===== config.mk =====
export PLATFORM = sky130hd
export DESIGN_NAME = servo_pulse_to_position_unit
export DESIGN_NICKNAME = d
export VERILOG_FILES = /design/src/rtl/spp_pkg.sv /design/src/rtl/servo_pulse_to_position_unit.sv /design/src/rtl/spp_front.sv /design/src/rtl/spp_queue.sv /design/src/rtl/spp_back.sv
export VERILOG_INCLUDE_DIRS = /design/src /design/src/rtl
export SDC_FILE = /design/constraint.sdc
export NUM_CORES = 2
export LEC_CHECK = 0
export BUFFER_PORTS_ARGS = -buffer_cell sky130_fd_sc_hd__buf_2
export CAP_MARGIN = 40
export CORE_MARGIN = 8
export CORE_UTILIZATION = 66
export CTS_CLUSTER_DIAMETER = 30
export DETAILED_ROUTE_END_ITERATION = 10
export PLACE_DENSITY = 0.83
export SLEW_MARGIN = 25
export SYNTH_ARGS = -nofsm -noshare
export SYNTH_HDL_FRONTEND = slang
export SYNTH_SLANG_ARGS = --single-unit

===== constraint.sdc =====
create_clock -name clk_i -period 8.43 [get_ports clk_i]
set_input_delay 0.843 -clock clk_i [delete_from_list [all_inputs] [get_ports clk_i]]
set_output_delay 0.843 -clock clk_i [all_outputs]
set_load 0.01 [all_outputs]

===== src/rtl/servo_pulse_to_position_unit_assert.svh =====
// Assertion macros for the servo pulse to position unit.
// Used inside modules that provide clk_i and rst_ni; no other dependencies.
`ifndef SERVO_PULSE_TO_POSITION_UNIT_ASSERT_SVH
`define SERVO_PULSE_TO_POSITION_UNIT_ASSERT_SVH

// Same-cycle implication, checked at every rising edge outside reset.
`define SPP_ASSERT_IMP(lbl, ante, cons, msg) \
  lbl: assert property (@(posedge clk_i) disable iff (!rst_ni) (ante) |-> (cons)) \
    else $error(msg);

// Next-cycle implication, checked at every rising edge outside reset.
`define SPP_ASSERT_NXT(lbl, ante, cons, msg) \
  lbl: assert property (@(posedge clk_i) disable iff (!rst_ni) (ante) |=> (cons)) \
    else $error(msg);

`endif


===== src/rtl/spp_pkg.sv =====
// Shared types, constants and helper functions for the servo pulse decoder.
// No dependencies; imported by every module of the block.
`timescale 1ns / 1ps

package spp_pkg;

  // Widths of the pulse counter and of the saturated position range.
  localparam int CountWidth   = 16;
  localparam int PosWidth     = 32;

  // Widths fixed by the register and field definitions.
  localparam int LenWidth     = 16;
  localparam int CfgPosWidth  = 32;
  localparam int OutPosWidth  = 32;
  localparam int ShiftWidth   = 4;
  localparam int TickWidth    = 8;
  localparam int AccWidth     = 40;
  localparam int CfgIdxWidth  = 3;
  localparam int CfgDataWidth = 32;

  localparam int WindowMargin = 200;
  localparam int MaxShift     = 8;
  localparam int KWidth       = $clog2(MaxShift + 1);

  // Mapping datapath widths.
  localparam int DiffWidth    = (CountWidth > LenWidth) ? CountWidth : LenWidth;
  localparam int SpanPosWidth = CfgPosWidth + 1;
  localparam int ProdWidth    = DiffWidth + SpanPosWidth;
  localparam int DivCntWidth  = $clog2(ProdWidth + 1);
  localparam int SatInWidth   = ProdWidth + 2;

  // Job queue between the front and back ends.
  localparam int QDepth       = 2;
  localparam int QPtrWidth    = $clog2(QDepth);

  // Register reset values.
  localparam logic [LenWidth-1:0]           RstMinLen  = LenWidth'(1000);
  localparam logic [LenWidth-1:0]           RstMaxLen  = LenWidth'(2000);
  localparam logic signed [CfgPosWidth-1:0] RstMinPos  = CfgPosWidth'(0);
  localparam logic signed [CfgPosWidth-1:0] RstMaxPos  = CfgPosWidth'(4095);
  localparam logic [ShiftWidth-1:0]         RstShift   = ShiftWidth'(2);
  localparam logic [TickWidth-1:0]          RstTimeout = TickWidth'(50);

  typedef enum logic [CfgIdxWidth-1:0] {
    CfgMinLen  = 3'd0,
    CfgMaxLen  = 3'd1,
    CfgMinPos  = 3'd2,
    CfgMaxPos  = 3'd3,
    CfgShift   = 3'd4,
    CfgTimeout = 3'd5,
    CfgStart   = 3'd6
  } spp_cfg_idx_e;

  typedef struct packed {
    logic pin_level;
    logic slow_tick;
  } spp_in_t;

  typedef struct packed {
    logic signed [OutPosWidth-1:0] cmd_position;
    logic                          drive_enable;
    logic                          position_updated;
    logic                          pulse_rejected;
  } spp_out_t;

  typedef struct packed {
    logic [LenWidth-1:0]           min_pulse_len;
    logic [LenWidth-1:0]           max_pulse_len;
    logic signed [CfgPosWidth-1:0] min_pos;
    logic signed [CfgPosWidth-1:0] max_pos;
    logic [ShiftWidth-1:0]         lpf_shift;
    logic [TickWidth-1:0]          timeout_ticks;
  } spp_cfg_t;

  typedef enum logic [1:0] {
    KindPlain,
    KindAccept,
    KindReject
  } spp_kind_e;

  typedef struct packed {
    spp_kind_e             kind;
    logic [CountWidth-1:0] width;
    logic                  slow_tick;
  } spp_job_t;

  // Shift values above the maximum behave as the maximum.
  function automatic logic [KWidth-1:0] clamp_shift(logic [ShiftWidth-1:0] s);
    return (s > MaxShift) ? KWidth'(MaxShift) : KWidth'(s);
  endfunction

  // Saturate a wide signed value to the signed PosWidth range.
  function automatic logic signed [PosWidth-1:0] sat_pos(logic signed [SatInWidth-1:0] v);
    logic signed [PosWidth-1:0] r;
    if ((v[SatInWidth-1:PosWidth-1] == '0) || (v[SatInWidth-1:PosWidth-1] == '1)) begin
      r = v[PosWidth-1:0];
    end else if (v[SatInWidth-1]) begin
      r = {1'b1, {(PosWidth-1){1'b0}}};
    end else begin
      r = {1'b0, {(PosWidth-1){1'b1}}};
    end
    return r;
  endfunction

endpackage


===== src/rtl/servo_pulse_to_position_unit.sv =====
// Top level of the servo pulse to position unit: configuration registers,
// front end, job queue and back end. Depends on spp_pkg, spp_front,
// spp_queue, spp_back and servo_pulse_to_position_unit_assert.svh.
//
// Usage: every input word is one timebase sample of the servo pin plus a
// slow timeout tick, and every accepted word yields exactly one output word
// with the seek position, drive enable and the updated and rejected flags.
// Both channels use valid and stall; a word moves when valid is high and
// stall is low. Configuration writes go through cfg_we_i, cfg_idx_i and
// cfg_data_i; the user must issue them only while no word is in flight,
// as the block does not enforce this. A sample that does not end an
// accepted pulse passes through the job queue and the output register;
// such words stream at one per cycle while the back end is idle and the
// receiver does not stall. A falling edge that ends an accepted pulse goes
// through the multiply, the serial divider producing one quotient bit per
// cycle, the mapping, the filter and the output; with equal minimum and
// maximum lengths the multiply and divider are skipped. The front end
// keeps taking samples until the two-entry job queue is full. Reset clears
// the pulse counter, filter, seek position and drive enable and loads the
// register defaults. When the receiver stalls, the output register holds
// its word, the back end waits, the queue fills and then in_stall_o rises.
`timescale 1ns / 1ps

module servo_pulse_to_position_unit import spp_pkg::*; (
  input  logic                    clk_i,
  input  logic                    rst_ni,
  input  logic                    in_valid_i,
  output logic                    in_stall_o,
  input  spp_in_t                 in_word_i,
  output logic                    out_valid_o,
  input  logic                    out_stall_i,
  output spp_out_t                out_word_o,
  input  logic                    cfg_we_i,
  input  logic [CfgIdxWidth-1:0]  cfg_idx_i,
  input  logic [CfgDataWidth-1:0] cfg_data_i
);

  spp_cfg_t cfg_q;
  logic     start_we;
  logic     q_push, q_pop, q_full, q_empty;
  spp_job_t q_in, q_head;
  logic     back_busy;

  // Register file. The start position is not stored: writing it preloads
  // the filter and seek position in the back end while it is idle.
  always_ff @(posedge clk_i or negedge rst_ni) begin
    if (!rst_ni) begin
      cfg_q.min_pulse_len <= RstMinLen;
      cfg_q.max_pulse_len <= RstMaxLen;
      cfg_q.min_pos       <= RstMinPos;
      cfg_q.max_pos       <= RstMaxPos;
      cfg_q.lpf_shift     <= RstShift;
      cfg_q.timeout_ticks <= RstTimeout;
    end else if (cfg_we_i) begin
      case (cfg_idx_i)
        CfgMinLen:  cfg_q.min_pulse_len <= cfg_data_i[LenWidth-1:0];
        CfgMaxLen:  cfg_q.max_pulse_len <= cfg_data_i[LenWidth-1:0];
        CfgMinPos:  cfg_q.min_pos       <= $signed(cfg_data_i[CfgPosWidth-1:0]);
        CfgMaxPos:  cfg_q.max_pos       <= $signed(cfg_data_i[CfgPosWidth-1:0]);
        CfgShift:   cfg_q.lpf_shift     <= cfg_data_i[ShiftWidth-1:0];
        CfgTimeout: cfg_q.timeout_ticks <= cfg_data_i[TickWidth-1:0];
        default: begin
        end
      endcase
    end
  end

  assign start_we = cfg_we_i && (cfg_idx_i == CfgStart);

  spp_front u_front (
    .clk_i      (clk_i),
    .rst_ni     (rst_ni),
    .cfg_i      (cfg_q),
    .in_valid_i (in_valid_i),
    .in_word_i  (in_word_i),
    .in_stall_o (in_stall_o),
    .q_full_i   (q_full),
    .push_o     (q_push),
    .job_o      (q_in)
  );

  spp_queue u_queue (
    .clk_i   (clk_i),
    .rst_ni  (rst_ni),
    .push_i  (q_push),
    .job_i   (q_in),
    .pop_i   (q_pop),
    .full_o  (q_full),
    .empty_o (q_empty),
    .head_o  (q_head)
  );

  spp_back u_back (
    .clk_i         (clk_i),
    .rst_ni        (rst_ni),
    .cfg_i         (cfg_q),
    .start_we_i    (start_we),
    .start_value_i ($signed(cfg_data_i[CfgPosWidth-1:0])),
    .job_i         (q_head),
    .q_empty_i     (q_empty),
    .pop_o         (q_pop),
    .busy_o        (back_busy),
    .out_valid_o   (out_valid_o),
    .out_word_o    (out_word_o),
    .out_stall_i   (out_stall_i)
  );

  `include "servo_pulse_to_position_unit_assert.svh"

  // A word never reports both an accepted and a rejected pulse.
  `SPP_ASSERT_IMP(a_flags_excl, out_valid_o, !(out_word_o.position_updated && out_word_o.pulse_rejected), "updated and rejected both set")

  // An accepted pulse always turns the drive on.
  `SPP_ASSERT_IMP(a_upd_drive, out_valid_o && out_word_o.position_updated, out_word_o.drive_enable, "position update without drive enable")

  // The job under work stays at the queue head until the back end retires it.
  `SPP_ASSERT_IMP(a_busy_head, back_busy, !q_empty, "back end busy with an empty queue")

endmodule


===== src/rtl/spp_front.sv =====
// Front end: edge detection, pulse width counting and window classification.
// Depends on spp_pkg; feeds classified jobs into spp_queue.
`timescale 1ns / 1ps

module spp_front import spp_pkg::*; (
  input  logic     clk_i,
  input  logic     rst_ni,
  input  spp_cfg_t cfg_i,
  input  logic     in_valid_i,
  input  spp_in_t  in_word_i,
  output logic     in_stall_o,
  input  logic     q_full_i,
  output logic     push_o,
  output spp_job_t job_o
);

  localparam int WinWidth = DiffWidth + 2;

  logic                  prev_q, prev_d;
  logic [CountWidth-1:0] wcnt_q, wcnt_d;
  logic                  accept;
  logic [WinWidth-1:0]   w_plus, max_plus;
  logic                  in_window;

  assign in_stall_o = q_full_i;
  assign accept     = in_valid_i && !q_full_i;
  assign push_o     = accept;

  // Window: min - margin < w < max + margin, compared without wrap.
  assign w_plus    = WinWidth'(wcnt_q) + WinWidth'(WindowMargin);
  assign max_plus  = WinWidth'(cfg_i.max_pulse_len) + WinWidth'(WindowMargin);
  assign in_window = (w_plus > WinWidth'(cfg_i.min_pulse_len)) &&
                     (WinWidth'(wcnt_q) < max_plus);

  always_comb begin
    job_o.kind      = KindPlain;
    job_o.width     = wcnt_q;
    job_o.slow_tick = in_word_i.slow_tick;
    wcnt_d          = wcnt_q;
    prev_d          = in_word_i.pin_level;
    if (in_word_i.pin_level && !prev_q) begin
      wcnt_d = CountWidth'(1);
    end else if (in_word_i.pin_level) begin
      if (wcnt_q != '1) begin
        wcnt_d = wcnt_q + CountWidth'(1);
      end
    end else if (prev_q) begin
      job_o.kind = in_window ? KindAccept : KindReject;
    end
  end

  always_ff @(posedge clk_i or negedge rst_ni) begin
    if (!rst_ni) begin
      prev_q <= 1'b0;
      wcnt_q <= '0;
    end else if (accept) begin
      prev_q <= prev_d;
      wcnt_q <= wcnt_d;
    end
  end

endmodule


===== src/rtl/spp_queue.sv =====
// Short job queue that decouples the front end from the back end.
// Depends on spp_pkg for the job type and depth.
`timescale 1ns / 1ps

module spp_queue import spp_pkg::*; (
  input  logic     clk_i,
  input  logic     rst_ni,
  input  logic     push_i,
  input  spp_job_t job_i,
  input  logic     pop_i,
  output logic     full_o,
  output logic     empty_o,
  output spp_job_t head_o
);

  spp_job_t               slot_q [QDepth];
  logic [QPtrWidth-1:0]   wr_q, rd_q;
  logic [QPtrWidth:0]     cnt_q;

  assign full_o  = (cnt_q == (QPtrWidth+1)'(QDepth));
  assign empty_o = (cnt_q == '0);
  assign head_o  = slot_q[rd_q];

  always_ff @(posedge clk_i) begin
    if (push_i) begin
      slot_q[wr_q] <= job_i;
    end
  end

  always_ff @(posedge clk_i or negedge rst_ni) begin
    if (!rst_ni) begin
      wr_q  <= '0;
      rd_q  <= '0;
      cnt_q <= '0;
    end else begin
      if (push_i) begin
        wr_q <= wr_q + QPtrWidth'(1);
      end
      if (pop_i) begin
        rd_q <= rd_q + QPtrWidth'(1);
      end
      if (push_i && !pop_i) begin
        cnt_q <= cnt_q + (QPtrWidth+1)'(1);
      end else if (pop_i && !push_i) begin
        cnt_q <= cnt_q - (QPtrWidth+1)'(1);
      end
    end
  end

endmodule


===== src/rtl/spp_back.sv =====
// Back end: linear mapping with a serial divider, low-pass filter, timeout
// and the output register. Depends on spp_pkg; pops jobs from spp_queue.
`timescale 1ns / 1ps

module spp_back import spp_pkg::*; (
  input  logic                          clk_i,
  input  logic                          rst_ni,
  input  spp_cfg_t                      cfg_i,
  input  logic                          start_we_i,
  input  logic signed [CfgPosWidth-1:0] start_value_i,
  input  spp_job_t                      job_i,
  input  logic                          q_empty_i,
  output logic                          pop_o,
  output logic                          busy_o,
  output logic                          out_valid_o,
  output spp_out_t                      out_word_o,
  input  logic                          out_stall_i
);

  typedef enum logic [2:0] {
    S_IDLE,
    S_MUL,
    S_DIV,
    S_MAP,
    S_FILT,
    S_EMIT
  } state_e;

  state_e                        state_q, state_d;
  logic [DiffWidth-1:0]          a_q, a_d;
  logic [SpanPosWidth-1:0]       b_q, b_d;
  logic [LenWidth-1:0]           d_q, d_d;
  logic                          neg_q, neg_d;
  logic [ProdWidth-1:0]          prod_q, prod_d;
  logic [LenWidth:0]             rem_q, rem_d;
  logic [DivCntWidth-1:0]        cnt_q, cnt_d;
  logic signed [PosWidth-1:0]    p_q, p_d;
  logic signed [AccWidth-1:0]    acc_q, acc_d;
  logic signed [OutPosWidth-1:0] held_q, held_d;
  logic                          drive_q, drive_d;
  logic [TickWidth-1:0]          idle_q, idle_d;
  logic                          out_valid_q, out_valid_d;
  spp_out_t                      out_q, out_d;

  logic [KWidth-1:0]             k;
  logic                          out_free;
  logic signed [DiffWidth:0]     diff_s;
  logic signed [SpanPosWidth-1:0] range_s;
  logic signed [LenWidth:0]      span_s;
  logic [LenWidth:0]             rem_sh;
  logic                          rem_ge;
  logic [SatInWidth-1:0]         q_ext;
  logic signed [SatInWidth-1:0]  map_sum;
  logic signed [AccWidth-1:0]    acc_sh;

  assign k        = clamp_shift(cfg_i.lpf_shift);
  assign out_free = !out_valid_q || !out_stall_i;
  assign busy_o   = (state_q != S_IDLE);

  // Signed operands of the mapping; the divider works on magnitudes.
  assign diff_s  = (DiffWidth+1)'(job_i.width) - (DiffWidth+1)'(cfg_i.min_pulse_len);
  assign range_s = SpanPosWidth'(cfg_i.max_pos) - SpanPosWidth'(cfg_i.min_pos);
  assign span_s  = (LenWidth+1)'(cfg_i.max_pulse_len) - (LenWidth+1)'(cfg_i.min_pulse_len);

  assign rem_sh  = {rem_q[LenWidth-1:0], prod_q[ProdWidth-1]};
  assign rem_ge  = (rem_sh >= {1'b0, d_q});

  assign q_ext   = SatInWidth'(prod_q);
  assign map_sum = SatInWidth'(cfg_i.min_pos) + (neg_q ? -q_ext : q_ext);

  assign acc_sh  = acc_q >>> k;

  always_comb begin
    state_d     = state_q;
    a_d         = a_q;
    b_d         = b_q;
    d_d         = d_q;
    neg_d       = neg_q;
    prod_d      = prod_q;
    rem_d       = rem_q;
    cnt_d       = cnt_q;
    p_d         = p_q;
    acc_d       = acc_q;
    held_d      = held_q;
    drive_d     = drive_q;
    idle_d      = idle_q;
    out_d       = out_q;
    out_valid_d = out_valid_q && out_stall_i;
    pop_o       = 1'b0;

    case (state_q)
      S_IDLE: begin
        if (start_we_i) begin
          held_d = OutPosWidth'(start_value_i);
          acc_d  = AccWidth'(start_value_i) <<< k;
        end else if (!q_empty_i && job_i.kind == KindAccept) begin
          if (span_s == '0) begin
            p_d     = sat_pos(SatInWidth'(cfg_i.min_pos));
            state_d = S_FILT;
          end else begin
            a_d     = diff_s[DiffWidth] ? DiffWidth'(-diff_s) : diff_s[DiffWidth-1:0];
            b_d     = range_s[SpanPosWidth-1] ? SpanPosWidth'(-range_s) : range_s;
            d_d     = span_s[LenWidth] ? LenWidth'(-span_s) : span_s[LenWidth-1:0];
            neg_d   = diff_s[DiffWidth] ^ range_s[SpanPosWidth-1] ^ span_s[LenWidth];
            state_d = S_MUL;
          end
        end else if (!q_empty_i && out_free) begin
          // Plain sample or rejected pulse: only the timeout moves.
          if (job_i.slow_tick) begin
            if (idle_q >= cfg_i.timeout_ticks) begin
              drive_d = 1'b0;
              idle_d  = '0;
            end else begin
              idle_d  = idle_q + TickWidth'(1);
            end
          end
          out_d.cmd_position     = held_q;
          out_d.drive_enable     = drive_d;
          out_d.position_updated = 1'b0;
          out_d.pulse_rejected   = (job_i.kind == KindReject);
          out_valid_d            = 1'b1;
          pop_o                  = 1'b1;
        end
      end
      S_MUL: begin
        prod_d  = ProdWidth'(a_q) * ProdWidth'(b_q);
        rem_d   = '0;
        cnt_d   = '0;
        state_d = S_DIV;
      end
      S_DIV: begin
        // One quotient bit per cycle, most significant first.
        rem_d  = rem_ge ? (rem_sh - {1'b0, d_q}) : rem_sh;
        prod_d = {prod_q[ProdWidth-2:0], rem_ge};
        cnt_d  = cnt_q + DivCntWidth'(1);
        if (cnt_q == DivCntWidth'(ProdWidth - 1)) begin
          state_d = S_MAP;
        end
      end
      S_MAP: begin
        p_d     = sat_pos(map_sum);
        state_d = S_FILT;
      end
      S_FILT: begin
        acc_d   = acc_q - acc_sh + AccWidth'(p_q);
        state_d = S_EMIT;
      end
      S_EMIT: begin
        if (out_free) begin
          held_d                 = OutPosWidth'(sat_pos(SatInWidth'(acc_sh)));
          drive_d                = 1'b1;
          idle_d                 = '0;
          out_d.cmd_position     = held_d;
          out_d.drive_enable     = 1'b1;
          out_d.position_updated = 1'b1;
          out_d.pulse_rejected   = 1'b0;
          out_valid_d            = 1'b1;
          pop_o                  = 1'b1;
          state_d                = S_IDLE;
        end
      end
      default: begin
        state_d = S_IDLE;
      end
    endcase
  end

  always_ff @(posedge clk_i or negedge rst_ni) begin
    if (!rst_ni) begin
      state_q     <= S_IDLE;
      a_q         <= '0;
      b_q         <= '0;
      d_q         <= '0;
      neg_q       <= 1'b0;
      prod_q      <= '0;
      rem_q       <= '0;
      cnt_q       <= '0;
      p_q         <= '0;
      acc_q       <= '0;
      held_q      <= '0;
      drive_q     <= 1'b0;
      idle_q      <= '0;
      out_valid_q <= 1'b0;
      out_q       <= '0;
    end else begin
      state_q     <= state_d;
      a_q         <= a_d;
      b_q         <= b_d;
      d_q         <= d_d;
      neg_q       <= neg_d;
      prod_q      <= prod_d;
      rem_q       <= rem_d;
      cnt_q       <= cnt_d;
      p_q         <= p_d;
      acc_q       <= acc_d;
      held_q      <= held_d;
      drive_q     <= drive_d;
      idle_q      <= idle_d;
      out_valid_q <= out_valid_d;
      out_q       <= out_d;
    end
  end

  assign out_valid_o = out_valid_q;
  assign out_word_o  = out_q;

endmodule

==> reports/summary.txt <==
Critical path endpoint: u_back.prod_q[47]$_DFFE_PN0P_
Ratio of cells with drive above 1 in the final layout: 8.97%
Die ar.: 88500 sq um
Largest net degree at the start of global routing: 144
Post-Place Cells: 7046
Clk buf depth: 3
Clock transition at path regs: 0.05 ns
Worst Path Required: 9.00 ns
TritonCTS clock tree: done
Fin Setup TNS: 0 ns
Number of enable flip-flop cells after synthesis: 38
Synth async-reset ratio: 91.6%
Clock Skew: 0.0270 ns
Unrepaired setup endpoints after global routing: false
Global-route wire length before repair: 253000 um
Prevailing post-synth register cell: dfrtp_1
GRT overflow: 0
TritonRoute pass-1 iters: 6
CTS Buf Count: 93
Number of remaining DRC errors: 0
CTS root buffer: clkbuf_16
Slew headroom: 39.2%
Most frequent cells in the layout: nand2_1 (831), inv_1 (655), fa_1 (476)
Post-route cell area: 57200 sq um
Critical path class: reg -> reg
Row cnt: 103
Number of synthesized register bits: 455
Synth warn: 0
Flop2flop setup slack: 0.56 ns
Final setup violation count: 0
Worst Setup Start Kind: flop
Placed instance area: 53700 sq um
Max Transition Viols Final: 0
Arrival @ worst endpoint: 8.44 ns
Number of unique standard cell types used by synthesis: 119
Mapped Area: 52300 sq um
DR iter-0 viols: 4268
Commonest non-fill, non-tap cell in the layout: nand2_1
R2R cell count: 25
Die Y: 298 um
CTS Hold Buffers Added: 0
Placer Congestion: 1.01
Final count of hold timing violations: 0
Vias in the first global route: 46500
Vias/cell: 6.39
Initial antenna violation count: 3
Fin Hold WS: 0.233 ns
RR Startpoint: u_back.a_q[3]$_DFFE_PN0P_
Overall routed net length: 160000 um
CP endpoint kind: flop
Core area: 78700 sq um
Seq/Total Area, Yosys: 22.2%
Dpl hpwl: 121000 um
PortBufs: 78
Post-Synthesis Cells: 6132
Final nets: 6956
Maxcap violations: 0
Crit share post-route: 93.3%
Via Count: 46200
Buffers inserted by post-CTS timing repair: 0
Status: completed
Fmax: 127 MHz
Worst Hold Class: in -> async
Starting Density: 66.4%
Area grow syn2layout: 9.37%
Critical path peak fanout: 19
Reg2reg end: u_back.prod_q[47]$_DFFE_PN0P_
Filler cell count: 5749
Mean post-synth cell area: 8.53 sq um
Post-CTS sizing: 0
Post-route ant nets: 0
Clk_lat worst skew: 0.65 ns
Ports: 79
Layout Cells excl Fill: 7228
Worst-margin pin slew: 0.911 ns
Syn Nets: 6991
DR WL/cell: 22.1 um
H-tree levels: 3
Min cycle time layout: 7.87 ns
All-layer global routing usage: 35.4%
Crit path from: u_back.a_q[3]$_DFFE_PN0P_
# clock sinks: 455
Die width: 298 um
## sequential cells by signal (all words and copies together), names as in the netlist
signal / count
u_queue.rd_q: 1
u_back.neg_q: 1
u_back.cnt_q: 6
u_back.p_q: 32
u_back.idle_q: 8
u_queue.slot_q: 38
u_back.out_valid_o: 1
u_back.acc_q: 40
u_back.state_q: 3
u_back.prod_q: 49
u_queue.wr_q: 1
u_back.held_q: 32
u_front.wcnt_q: 16
u_back.out_word_o: 35
u_front.prev_q: 1
u_back.a_q: 16
u_queue.cnt_q: 2
u_back.rem_q: 16
u_back.d_q: 16
cfg_q: 108
u_back.b_q: 33
## worst max-delay path: stages (launching register included)
cell and delay [ns]:
dfrtp_1 0.88, buf_4 0.27, buf_4 0.15, nand2_1 0.08
fa_1 0.57, fa_1 0.45, fa_1 0.51, inv_1 0.05
fa_1 0.46, fa_1 0.62, inv_1 0.08, fa_1 0.56
inv_1 0.05, ha_1 0.34, a21o_1 0.19, a21o_1 0.16
a21o_1 0.18, o2bb2ai_1 0.13, a21oi_1 0.20, o21ai_0 0.22
a31oi_1 0.38, o31ai_1 0.14, o41a_1 0.34, a41oi_1 0.24
mux2_2 0.36, a21oi_1 0.17
## cells by family after synthesis
family	count (synthesis)	share of synthesized area, %
buffers and inverters	968	7.10
AOI/OAI and AO/OA	1411	16.9
adders and majority gates	817	26.4
muxes	236	4.74
xor gates and xnor gates	325	5.44
DFF	455	22.2
and+or+nand+nor	1920	17.2
## how the worst min path moves through the flow
stage                                           from                               end  slack [ns]  cells after the start
floorplan                       cfg_q[2]$_DFFE_PN0P_              cfg_q[2]$_DFFE_PN0P_        0.45                      2
detailed placement  u_back.out_word_o[3]$_DFFE_PN0P_  u_back.out_word_o[3]$_DFFE_PN0P_        0.47                      2
global placement    u_back.out_word_o[7]$_DFFE_PN0P_  u_back.out_word_o[7]$_DFFE_PN0P_        0.46                      2
CTS                                           rst_ni    u_front.wcnt_q[11]$_DFFE_PN0P_        0.27                      1
global route                                  rst_ni     u_front.wcnt_q[9]$_DFFE_PN0P_        0.29                      1
finish                                        rst_ni     u_front.wcnt_q[9]$_DFFE_PN0P_        0.23                      1
## cell usage after synthesis (all sizes together) (10+ instances only)
master | count | area [sq um]
a2111oi | 15 | 213
a211o | 10 | 87.6
a211oi | 62 | 475
a21boi | 11 | 82.6
a21o | 127 | 956
a21oi | 470 | 2360
a221o | 12 | 120
a221oi | 18 | 158
a22oi | 11 | 87.6
a31oi | 37 | 231
and2 | 244 | 1530
and3 | 50 | 313
buf | 54 | 257
clkbuf | 257 | 992
dfrtp | 389 | 9730
dfstp | 28 | 736
edfxtp | 38 | 1140
fa | 476 | 9530
ha | 341 | 4270
inv | 655 | 2460
mux2 | 82 | 923
mux2i | 153 | 1530
nand2 | 836 | 3140
nand2b | 52 | 340
nand3 | 74 | 370
nand4 | 40 | 250
nor2 | 380 | 1430
nor2b | 61 | 382
nor3 | 65 | 330
nor4 | 18 | 159
o211ai | 25 | 193
o21a | 43 | 324
o21ai | 381 | 1920
o21bai | 26 | 195
o221ai | 25 | 219
o22ai | 15 | 93.8
o31a | 10 | 87.6
o31ai | 28 | 215
o41a | 12 | 136
o41ai | 12 | 120
or2 | 18 | 115
or3 | 31 | 199
xnor2 | 214 | 1870
xor2 | 111 | 972
## cell type report
type	count	area (sq um)	area share, %
timing repair buffer	181	1330	2.33
inverter	657	2470	4.31
multi-input combinational	4709	37100	64.8
antenna	1	2.50	0.00437
tap	1050	1310	2.30
clock buffer	111	2520	4.40
sequential	455	11600	20.3
clock inverter	64	891	1.56
## per-layer routing
metal / routed length (um) / global-route usage, %
met5: 11 / 0
met3: 15600 / 7.35
met1: 60900 / 45.2
met4: 9700 / 19.4
met2: 73500 / 56.3
## stage by stage
stage | util (%) | setup slack, ns
global placement | 68.1 | 0.846
detailed placement | 68.2 | 0.690
global route | 72.7 | 0.194
CTS | 72.6 | 0.654
floorplan | - | 1.52
finish | 72.7 | 0.564
Power is not shown: default switching activity piles up to over one toggle a cycle in this logic, so the estimate is an artifact.
